===== src/rtl/tadsg_pkg.sv =====
// ----------------------------------------------------------------------------
// tadsg_pkg: shared types and constants of the two-axis DDA step generator
// Command codes and the result record used by the top level and by the
// iteration engine, and the step-delay reset value of the top level.
// ----------------------------------------------------------------------------
`default_nettype none

package tadsg_pkg;

    localparam int unsigned POS_W   = 32;
    localparam int unsigned MAG_W   = 33;
    localparam int unsigned ACC_W   = 34;
    localparam int unsigned DELAY_W = 16;

    localparam logic [DELAY_W-1:0] STEP_DELAY_RST = 16'd1000;

    typedef enum logic [1:0] {
        CMD_TICK = 2'd0,
        CMD_REL  = 2'd1,
        CMD_ABS  = 2'd2,
        CMD_SET  = 2'd3
    } t_cmd;

    typedef struct packed {
        logic                    step_x_level;
        logic                    dir_x_level;
        logic                    step_y_level;
        logic                    dir_y_level;
        logic                    stepped_x;
        logic                    stepped_y;
        logic signed [POS_W-1:0] position_x;
        logic signed [POS_W-1:0] position_y;
        logic                    busy_res;
        logic                    rejected;
    } t_result;

endpackage

`default_nettype wire


===== src/rtl/two_axis_dda_step_generator.sv =====
// ----------------------------------------------------------------------------
// two_axis_dda_step_generator: straight-line step generator for two axes
// Takes tick and move/set commands, runs one DDA iteration per allowed tick
// and reports pins, positions and status for every command.
// ----------------------------------------------------------------------------
//
//  channel  | direction | handshake                  | payload
//  ---------+-----------+----------------------------+---------------------------
//  in       | input     | i_in_valid / o_in_ready    | i_command, i_x_value, i_y_value
//  out      | output    | o_out_valid / i_out_ready  | o_step_*, o_dir_*, o_stepped_*,
//           |           |                            | o_position_*, o_busy_res, o_rejected
//  cfg      | input     | i_cfg_wr_en (no wait)      | i_cfg_wr_data (step_delay)
//
//  Each transaction passes through the input register and then through the
//  engine into the result register; one transaction per cycle is sustained
//  while the output does not stall.
//  The engine updates its state in the same cycle the result is registered,
//  so a following command sees it without a gap.
//  A stall on the output holds both registers; the input stage refills as
//  soon as the result register drains. Reset is synchronous, active low.
//
`default_nettype none

module two_axis_dda_step_generator (
    input  wire                                  i_clk,
    input  wire                                  i_rst_n,
    input  wire                                  i_cfg_wr_en,
    input  wire        [tadsg_pkg::DELAY_W-1:0]  i_cfg_wr_data,
    input  wire                                  i_in_valid,
    output logic                                 o_in_ready,
    input  wire        [1:0]                     i_command,
    input  wire signed [tadsg_pkg::POS_W-1:0]    i_x_value,
    input  wire signed [tadsg_pkg::POS_W-1:0]    i_y_value,
    output logic                                 o_out_valid,
    input  wire                                  i_out_ready,
    output logic                                 o_step_x_level,
    output logic                                 o_dir_x_level,
    output logic                                 o_step_y_level,
    output logic                                 o_dir_y_level,
    output logic                                 o_stepped_x,
    output logic                                 o_stepped_y,
    output logic signed [tadsg_pkg::POS_W-1:0]   o_position_x,
    output logic signed [tadsg_pkg::POS_W-1:0]   o_position_y,
    output logic                                 o_busy_res,
    output logic                                 o_rejected
);

    logic [tadsg_pkg::DELAY_W-1:0]     r_step_delay;
    logic                              r_in_valid;
    tadsg_pkg::t_cmd                   r_in_cmd;
    logic signed [tadsg_pkg::POS_W-1:0] r_in_x, r_in_y;
    logic                              r_out_valid;
    tadsg_pkg::t_result                r_out, n_out;
    logic                              advance;

    assign advance    = r_in_valid && (!r_out_valid || i_out_ready);
    assign o_in_ready = !r_in_valid || advance;

    always_ff @(posedge i_clk) begin
        if (!i_rst_n) begin
            r_step_delay <= tadsg_pkg::STEP_DELAY_RST;
        end else if (i_cfg_wr_en) begin
            r_step_delay <= i_cfg_wr_data;
        end
    end

    always_ff @(posedge i_clk) begin
        if (!i_rst_n) begin
            r_in_valid <= 1'b0;
        end else if (o_in_ready) begin
            r_in_valid <= i_in_valid;
        end
    end

    always_ff @(posedge i_clk) begin
        if (o_in_ready && i_in_valid) begin
            r_in_cmd <= tadsg_pkg::t_cmd'(i_command);
            r_in_x   <= i_x_value;
            r_in_y   <= i_y_value;
        end
    end

    tadsg_engine u_engine (
        .i_clk        (i_clk),
        .i_rst_n      (i_rst_n),
        .i_advance    (advance),
        .i_command    (r_in_cmd),
        .i_x_value    (r_in_x),
        .i_y_value    (r_in_y),
        .i_step_delay (r_step_delay),
        .o_result     (n_out)
    );

    always_ff @(posedge i_clk) begin
        if (!i_rst_n) begin
            r_out_valid <= 1'b0;
        end else if (advance) begin
            r_out_valid <= 1'b1;
        end else if (i_out_ready) begin
            r_out_valid <= 1'b0;
        end
    end

    always_ff @(posedge i_clk) begin
        if (advance) begin
            r_out <= n_out;
        end
    end

    assign o_out_valid    = r_out_valid;
    assign o_step_x_level = r_out.step_x_level;
    assign o_dir_x_level  = r_out.dir_x_level;
    assign o_step_y_level = r_out.step_y_level;
    assign o_dir_y_level  = r_out.dir_y_level;
    assign o_stepped_x    = r_out.stepped_x;
    assign o_stepped_y    = r_out.stepped_y;
    assign o_position_x   = r_out.position_x;
    assign o_position_y   = r_out.position_y;
    assign o_busy_res     = r_out.busy_res;
    assign o_rejected     = r_out.rejected;

    // a rejected command changes no state, so the block is still busy
    a_reject_busy: assert property (@(posedge i_clk) disable iff (!i_rst_n)
        o_out_valid && o_rejected |-> o_busy_res)
        else $error("rejected transaction reported while not busy");

    // steps come only from ticks, never from a rejected command
    a_step_not_rejected: assert property (@(posedge i_clk) disable iff (!i_rst_n)
        o_out_valid && (o_stepped_x || o_stepped_y) |-> !o_rejected)
        else $error("step reported on a rejected transaction");

    // a held input stage keeps its command until the engine takes it
    a_in_hold: assert property (@(posedge i_clk) disable iff (!i_rst_n)
        r_in_valid && !advance |=> r_in_valid && $stable(r_in_cmd)
            && $stable(r_in_x) && $stable(r_in_y))
        else $error("input stage lost or changed a pending transaction");

endmodule

`default_nettype wire


===== src/rtl/tadsg_engine.sv =====
// ----------------------------------------------------------------------------
// tadsg_engine: move state and DDA iteration of the step generator
// Holds positions, pins, directions, accumulators and counters. When the
// top level advances an item, the state takes its next value and the
// combinational result describes the state after that item.
// ----------------------------------------------------------------------------
`default_nettype none

module tadsg_engine (
    input  wire                                       i_clk,
    input  wire                                       i_rst_n,
    input  wire                                       i_advance,
    input  tadsg_pkg::t_cmd                           i_command,
    input  wire signed [tadsg_pkg::POS_W-1:0]         i_x_value,
    input  wire signed [tadsg_pkg::POS_W-1:0]         i_y_value,
    input  wire        [tadsg_pkg::DELAY_W-1:0]       i_step_delay,
    output tadsg_pkg::t_result                        o_result
);

    localparam int unsigned PW = tadsg_pkg::POS_W;
    localparam int unsigned MW = tadsg_pkg::MAG_W;
    localparam int unsigned AW = tadsg_pkg::ACC_W;
    localparam int unsigned DW = tadsg_pkg::DELAY_W;

    logic [PW-1:0] r_pos_x, n_pos_x, r_pos_y, n_pos_y;
    logic          r_pin_x, n_pin_x, r_pin_y, n_pin_y;
    logic          r_dir_x, n_dir_x, r_dir_y, n_dir_y;
    logic [MW-1:0] r_mag_x, n_mag_x, r_mag_y, n_mag_y;
    logic [MW-1:0] r_major, n_major, r_iter, n_iter;
    logic [AW-1:0] r_acc_x, n_acc_x, r_acc_y, n_acc_y;
    logic [DW-1:0] r_wait, n_wait;

    logic          busy;
    logic [AW-1:0] sum_x, sum_y;
    logic          hit_x, hit_y;
    logic [MW-1:0] dx, dy, mx, my, mj;
    logic          step_x, step_y, rej;

    assign busy = (r_iter != '0) || (r_wait != '0);

    // one DDA iteration: accumulators stay below the major count
    assign sum_x = r_acc_x + {1'b0, r_mag_x};
    assign sum_y = r_acc_y + {1'b0, r_mag_y};
    assign hit_x = sum_x >= {1'b0, r_major};
    assign hit_y = sum_y >= {1'b0, r_major};

    // 33-bit deltas, absolute target measured from the current position
    always_comb begin
        if (i_command == tadsg_pkg::CMD_ABS) begin
            dx = {i_x_value[PW-1], i_x_value} - {r_pos_x[PW-1], r_pos_x};
            dy = {i_y_value[PW-1], i_y_value} - {r_pos_y[PW-1], r_pos_y};
        end else begin
            dx = {i_x_value[PW-1], i_x_value};
            dy = {i_y_value[PW-1], i_y_value};
        end
    end

    assign mx = dx[MW-1] ? (~dx + 1'b1) : dx;
    assign my = dy[MW-1] ? (~dy + 1'b1) : dy;
    assign mj = (mx > my) ? mx : my;

    always_comb begin
        n_pos_x = r_pos_x;
        n_pos_y = r_pos_y;
        n_pin_x = r_pin_x;
        n_pin_y = r_pin_y;
        n_dir_x = r_dir_x;
        n_dir_y = r_dir_y;
        n_mag_x = r_mag_x;
        n_mag_y = r_mag_y;
        n_major = r_major;
        n_iter  = r_iter;
        n_acc_x = r_acc_x;
        n_acc_y = r_acc_y;
        n_wait  = r_wait;
        step_x  = 1'b0;
        step_y  = 1'b0;
        rej     = 1'b0;
        unique case (i_command)
            tadsg_pkg::CMD_TICK: begin
                if (r_wait != '0) begin
                    n_wait = r_wait - 1'b1;
                end else if (r_iter != '0) begin
                    step_x  = hit_x;
                    step_y  = hit_y;
                    n_acc_x = hit_x ? (sum_x - {1'b0, r_major}) : sum_x;
                    n_acc_y = hit_y ? (sum_y - {1'b0, r_major}) : sum_y;
                    if (hit_x) begin
                        n_pos_x = r_dir_x ? (r_pos_x + 1'b1) : (r_pos_x - 1'b1);
                        n_pin_x = ~r_pin_x;
                    end
                    if (hit_y) begin
                        n_pos_y = r_dir_y ? (r_pos_y + 1'b1) : (r_pos_y - 1'b1);
                        n_pin_y = ~r_pin_y;
                    end
                    n_iter = r_iter - 1'b1;
                    n_wait = i_step_delay;
                end
            end
            tadsg_pkg::CMD_REL, tadsg_pkg::CMD_ABS: begin
                if (busy) begin
                    rej = 1'b1;
                end else if (mj != '0) begin
                    // zero-length move leaves everything alone
                    n_dir_x = ~dx[MW-1];
                    n_dir_y = ~dy[MW-1];
                    n_mag_x = mx;
                    n_mag_y = my;
                    n_major = mj;
                    n_acc_x = '0;
                    n_acc_y = '0;
                    n_iter  = mj;
                    n_wait  = '0;
                end
            end
            tadsg_pkg::CMD_SET: begin
                if (busy) begin
                    rej = 1'b1;
                end else begin
                    n_pos_x = i_x_value;
                    n_pos_y = i_y_value;
                end
            end
        endcase
    end

    always_ff @(posedge i_clk) begin
        if (!i_rst_n) begin
            r_pos_x <= '0;
            r_pos_y <= '0;
            r_pin_x <= 1'b0;
            r_pin_y <= 1'b0;
            r_dir_x <= 1'b0;
            r_dir_y <= 1'b0;
            r_mag_x <= '0;
            r_mag_y <= '0;
            r_major <= '0;
            r_iter  <= '0;
            r_acc_x <= '0;
            r_acc_y <= '0;
            r_wait  <= '0;
        end else if (i_advance) begin
            r_pos_x <= n_pos_x;
            r_pos_y <= n_pos_y;
            r_pin_x <= n_pin_x;
            r_pin_y <= n_pin_y;
            r_dir_x <= n_dir_x;
            r_dir_y <= n_dir_y;
            r_mag_x <= n_mag_x;
            r_mag_y <= n_mag_y;
            r_major <= n_major;
            r_iter  <= n_iter;
            r_acc_x <= n_acc_x;
            r_acc_y <= n_acc_y;
            r_wait  <= n_wait;
        end
    end

    always_comb begin
        o_result.step_x_level = n_pin_x;
        o_result.dir_x_level  = n_dir_x;
        o_result.step_y_level = n_pin_y;
        o_result.dir_y_level  = n_dir_y;
        o_result.stepped_x    = step_x;
        o_result.stepped_y    = step_y;
        o_result.position_x   = n_pos_x;
        o_result.position_y   = n_pos_y;
        o_result.busy_res     = (n_iter != '0) || (n_wait != '0);
        o_result.rejected     = rej;
    end

endmodule

`default_nettype wire

===== config.mk =====
export PLATFORM = sky130hd
export DESIGN_NAME = two_axis_dda_step_generator
export DESIGN_NICKNAME = d
export VERILOG_FILES = /design/src/rtl/tadsg_pkg.sv /design/src/rtl/two_axis_dda_step_generator.sv /design/src/rtl/tadsg_engine.sv
export SDC_FILE = /design/constraint.sdc
export NUM_CORES = 2
export LEC_CHECK = 0
export BUFFER_PORTS_ARGS = -buffer_cell sky130_fd_sc_hd__buf_4
export CORE_UTILIZATION = 35
export CTS_CLUSTER_SIZE = 28
export DETAILED_ROUTE_END_ITERATION = 16
export SLEW_MARGIN = 20
export SYNTH_ARGS = -nofsm -noshare
export SYNTH_HDL_FRONTEND = slang
export SYNTH_SLANG_ARGS = --single-unit

===== constraint.sdc =====
create_clock -name i_clk -period 11.92 [get_ports i_clk]
set_clock_uncertainty 0.2 [all_clocks]
set_input_delay 1.192 -clock i_clk [delete_from_list [all_inputs] [get_ports i_clk]]
set_output_delay 1.192 -clock i_clk [all_outputs]
set_load 0.01 [all_outputs]

Word-level counts from Yosys, hierarchy flattened. Index checks and enable logic that the tools add are counted.

$add $sub $neg: 14. $lt $le $gt $ge: 3. Equality and inequality tests: 7. Muxes and demuxes: 54. Bitwise gates (word level): 9. Reductions and logical operators: 21.

Operators with widths (count): $mux W32 (10); $mux W33 (9); $mux W34 (8); $pmux W34 S2 (2); $pmux W32 S2 (2); $reduce_bool A33 Y1 (3); $add A34 B33 Y34 (2); $ge A34 B33 Y1 (2); $sub A34 B33 Y34 (2); $add A33 B1 Y33 const B (2); $not A33 Y33 (2); $pmux W33 S2 (1); $sub A32 B32 Y33 (2); $add A32 B1 Y32 const B (2); $mux W16 (4); $sub A32 B1 Y32 const B (2); $gt A33 B33 Y1 (1); $sub A33 B1 Y33 const B (1); $pmux W16 S2 (1); $reduce_bool A16 Y1 (2); $mux W1 (17); $sub A16 B1 Y16 const B (1); $not A1 Y1 (7); $reduce_and A6 Y1 (1); 12 further kinds (22).

Register bits after elaboration: 440. Bits of input ports: 87. Output and inout bits: 74. Logic and storage cells: 137.

Depth between registers and ports, before layout.
Depth after elaboration: 13. Depth in mapped cells: 40. Gate-level depth less buffers: 33.

By module. From an unflattened synthesis, not the netlist that was laid out.

Cell total of the unflattened synthesis: 4738. Area total of the unflattened synthesis: 37163.1 µm².

Modules (own cells, without submodules): tadsg_engine (instances 1, cells an instance 4540, area each 32333.5 µm², seq. area each 5685.5 µm²); two_axis_dda_step_generator (instances 1, cells an instance 198, area each 4829.6 µm², seq. area each 4504.3 µm²).

Worst setup path after synthesis. OpenSTA, ideal clock, no wires.

Path type: reg2reg. Start: register r_in_cmd[0]. End: register r_out, in the netlist o_busy_res (data pin). Library setup time: 0.273 ns. Data arrival time: 8.027 ns. Required time: 11.447 ns. Path slack: 3.420 ns. Cell stages (with the launch flop): 39. Buffers on the path: 9. Period minus slack after synthesis: 8.500 ns. Cell sequence: edfxtp_1 > inv_1 > ha_1 > buf_2 > buf_1 > clkbuf_1 > buf_2 > buf_2 > buf_1 > buf_1 > nand2_1 > o21ai_0 > ha_1 > and2_1 > o2111ai_1 > a211oi_1 > nand2_1 > o41ai_1 > (+3 left out) > o21ai_0 > o221a_2 > nor2_1 > o21ai_0 > a211oi_1 > a41o_1 > clkbuf_1 > mux2_2 > a211o_1 > or4_1 > nor3_1 > nand4_2 > and3_1 > buf_2 > a211oi_1 > o21ai_0 > nor4_1 > nand4_1.

RTL lines: start: declaration (line two_axis_dda_step_generator.sv:50) `tadsg_pkg::t_cmd r_in_cmd;`; start signal: assignment (line two_axis_dda_step_generator.sv:77) `r_in_cmd <= tadsg_pkg::t_cmd'(i_command);`; end signal: assignment (line two_axis_dda_step_generator.sv:106) `r_out <= n_out;`; end: declaration (line two_axis_dda_step_generator.sv:53) `tadsg_pkg::t_result r_out, n_out;`.

Final worst setup path.
Start: register r_in_y[0] (netlist name). End: register u_engine.r_acc_x[23].

Longest elaborated chain between the ends: 10.

RTL lines: start: declaration (line two_axis_dda_step_generator.sv:51) `logic signed [tadsg_pkg::POS_W-1:0] r_in_x, r_in_y;`; start signal: assignment (line two_axis_dda_step_generator.sv:79) `r_in_y <= i_y_value;`; $sub A32 B32 Y33 (line tadsg_engine.sv:51) `dy = {i_y_value[PW-1], i_y_value} - {r_pos_y[PW-1], r_pos_y};`; $mux W33 (*) (line tadsg_engine.sv:49) `if (i_command == tadsg_pkg::CMD_ABS) begin`; $not A33 Y33 (line tadsg_engine.sv:59) `assign my = dy[MW-1] ? (~dy + 1'b1) : dy;`; $add A33 B1 Y33 (line tadsg_engine.sv:59); $mux W33 (*) (line tadsg_engine.sv:59); $gt A33 B33 Y1 (line tadsg_engine.sv:60) `assign mj = (mx > my) ? mx : my;`; $mux W33 (*) (line tadsg_engine.sv:60); $reduce_bool A33 Y1 (*) (line tadsg_engine.sv:103) `end else if (mj != '0) begin`; $ne A2 B1 Y1 (no source line) (*); $reduce_and A6 Y1 (no source line) (*); end signal: assignment (line tadsg_engine.sv:153) `r_acc_x <= n_acc_x;`; end: declaration (line tadsg_engine.sv:30) `logic [AW-1:0] r_acc_x, n_acc_x, r_acc_y, n_acc_y;`.

Mark *: on every way between the ends. The rest lies on a longest branch, timed or not. A chain may end at the register's enable or synchronous reset.

==> out/metrics.cfg <==
[clock_tree]
clk_pin_slew_ps=60
cts_tree=built
cts_hold_buf=0
cts_buffers=52
root_buffer=clkbuf_16
cts_setup_buffers=0
clock-sinks=440
clk_latency_ps=640
clk_path_buf_depth=3
post_cts_resize_count=0
htree_levels=2

[worst_hold_path]
hp-class=reg -> reg
hold_depth=2
hp-start=u_engine.r_major[13]
hold_end=u_engine.r_major[13]

[cells_and_area]
area_delta_synth_final_pct=12.1
final_common_cell=nand2_1
ff_latch_area_um2=10200
multi_input_area_um2=24300
nFillCells=10500
nNetsFinal=5025
post-route-util_pct=39.6
antennaDiodeCount=0
final_cell_mix=542 x nand2_1, 440 x nor2_1, 409 x a21oi_1, 302 x dfxtp_1, 296 x ha_1
layout-drive-gt1-share_pct=9.66

[power]
leakage_nw=16.1
p_per_area_nw_per_um2=131
peakVddDrop_mv=0.107
total_power_mw=5.32

[global_routing]
grt_first_pass_wirelength_mm=197
grt_start_max_net_pins=83
grt_overflow=0
grt_use_total_pct=24.1
grt_pass1_vias=32700
antenna_found_initial=1

[setup_path]
worst_r2r_path_depth=27
slowest_delay_ps=900
cp_num_buf_inv=2
regToRegSetupSlack_ps=860
rr_endpoint=u_engine.r_acc_x[23]
cp_slowest_cell=a2111oi_1
r2r_start=r_in_y[0]
path_delay_family=compound AO/OA/AOI/OAI gates
cp.arrival_ps=11330
worstPathMaxFanout=25
critPathRequiredTime_ps=12180
start_kind=register
cp-end-kind=register
critical_path_class=reg -> reg

[routing]
wl_per_cell_um=21.4
via_per_inst=5.81
drc=0
dr.pass1.iters=7
drtIter0Drc=3245
vias=35100
wl_mm=129
ant_nets=0

[timing]
fin_crit_ps=11060
setup_ws_ps=859
rsz0062_at_grt=no
final.setup.tns_ps=0
setup-violations-final=0
slew_violations=0
period_share_pct=92.8
hold_violations=0
fmax_mhz=90.4
worst_pin_slew_ps=1150
relSlewSlack_pct=21.1

[die]
die_w_um=323
num_rows=117
core-area_um2=102000
die_y_um=323
initial_core_util_pct=35.4
die_area_um2=104000
pin_count=161

[synth]
synth_area_per_cell_um2=7.90
ys_ff_latch=440
synthArstFlopShare_pct=0
syn-num-nets=4958
ys_types=116
yosysWarnings=0
ys_seq_area_share_pct=28.2
synthesis.area_um2=36100
synth_ff_type=dfxtp_1
synth-edff-count=138
netlist_instances=4566

[placed_design]
gp_congestion=1.00
dpl_worst_slack_ps=1180
hpwl_mm=97.2
port_buffers=160

[run]
maxCapViolations=0

[run_status]
outcome=finished clean

[stage by stage]
stage               area [um^2]  hold slack (ps)  cells
floorplan                 36100              230   4566
global placement          38700              238   5947
detailed placement        38700              248   5947
CTS                       40400              255   6045
global route              40400              274   6045
finish                    40400              254   6045
[flip-flops by register name, summed over array words and instances, names as in the netlist, 2 cells and up]
signal / flops
o_position_x: 32
r_in_cmd: 2
r_step_delay: 16
u_engine.r_pos_x: 32
r_in_y: 32
u_engine.r_wait: 16
u_engine.r_major: 33
u_engine.r_mag_y: 33
o_position_y: 32
u_engine.r_iter: 33
u_engine.r_pos_y: 32
u_engine.r_acc_y: 34
u_engine.r_mag_x: 33
u_engine.r_acc_x: 34
r_in_x: 32
[Yosys cell counts, types with 29 or more instances]
cell	number	area share [%]
o31ai_1	34	0.71
nor3_1	120	1.7
a22oi_1	112	2.3
a21oi_1	409	5.7
nand2_1	542	5.6
and2_1	29	0.50
ha_1	297	10
clkbuf_1	144	1.5
mux2i_1	55	1.5
edfxtp_1	138	11
nor2_1	443	4.6
nand3_1	109	1.5
o21a_1	73	1.5
and3_1	38	0.66
a211oi_1	63	1.3
nand2b_1	56	0.97
dfxtp_1	302	17
or3_1	52	0.90
nand4_1	42	0.73
inv_1	206	2.1
xnor2_1	182	4.4
nor4_1	33	0.57
o21bai_1	39	0.81
mux2_2	37	1.2
a31oi_1	63	1.1
a21o_1	95	2.0
o21ai_0	261	3.6
buf_2	40	0.55
xor2_1	72	1.7
[power by group]
| group | switching, mW | internal, mW | leakage [nW] |
|---|---|---|---|
| Combinational | 1.26 | 0.684 | 11.5 |
| Sequential | 0.0593 | 1.62 | 3.79 |
| Clock | 0.717 | 0.973 | 0.857 |
| Total | 2.04 | 3.28 | 16.1 |
[worst min-delay path: stages (launching register included)]
cell	delay, ps
dfxtp_1	310
nand2_1	50
a21oi_1	50
[cell type report]
class / instances / area share [%]
repair buffers: 222 / 4.12
clock buffers: 69 / 3.70
well taps: 1368 / 4.23
multi-input cells: 3707 / 60.1
clock inverters: 29 / 0.702
flip-flops and latches: 440 / 25.2
inverters: 210 / 1.98
[metal layers]
metal  track usage (%)  part of all wire, %
met5                 0                    0
met4              9.37                  4.2
met3              3.50                  7.0
met2              38.6                   45
met1              32.4                   44
[how the worst max path moves through the flow]
| stage | startpoint | to | slack, ps | cells past startpoint |
|---|---|---|---|---|
| final | r_in_y[0] | u_engine.r_acc_x[23] | 860 | 27 |
| after global routing | r_in_cmd[0] | u_engine.r_acc_x[23] | 430 | 28 |
| after CTS | r_in_x[0] | u_engine.r_acc_x[23] | 1120 | 28 |
| after detailed placement | r_in_x[0] | u_engine.r_acc_x[23] | 1180 | 28 |
| after global placement | r_in_x[0] | u_engine.r_acc_y[28] | 1250 | 28 |
| after floorplan | r_in_cmd[0] | o_busy_res | 3420 | 38 |
[logic make-up (layout without fill, tap and decap cells)]
group	count (synthesis)	in the layout	synth area share, %
xor gates and xnor gates	255	255	6.21
DFF	440	440	28.2
and+or+nand+nor	1591	1591	20.5
adders and majority gates	305	305	10.7
buffers and inverters	419	530	4.66
AOI/OAI and AO/OA	1464	1464	27.0
muxes	92	92	2.68
Power figures use the tool's default switching activity.
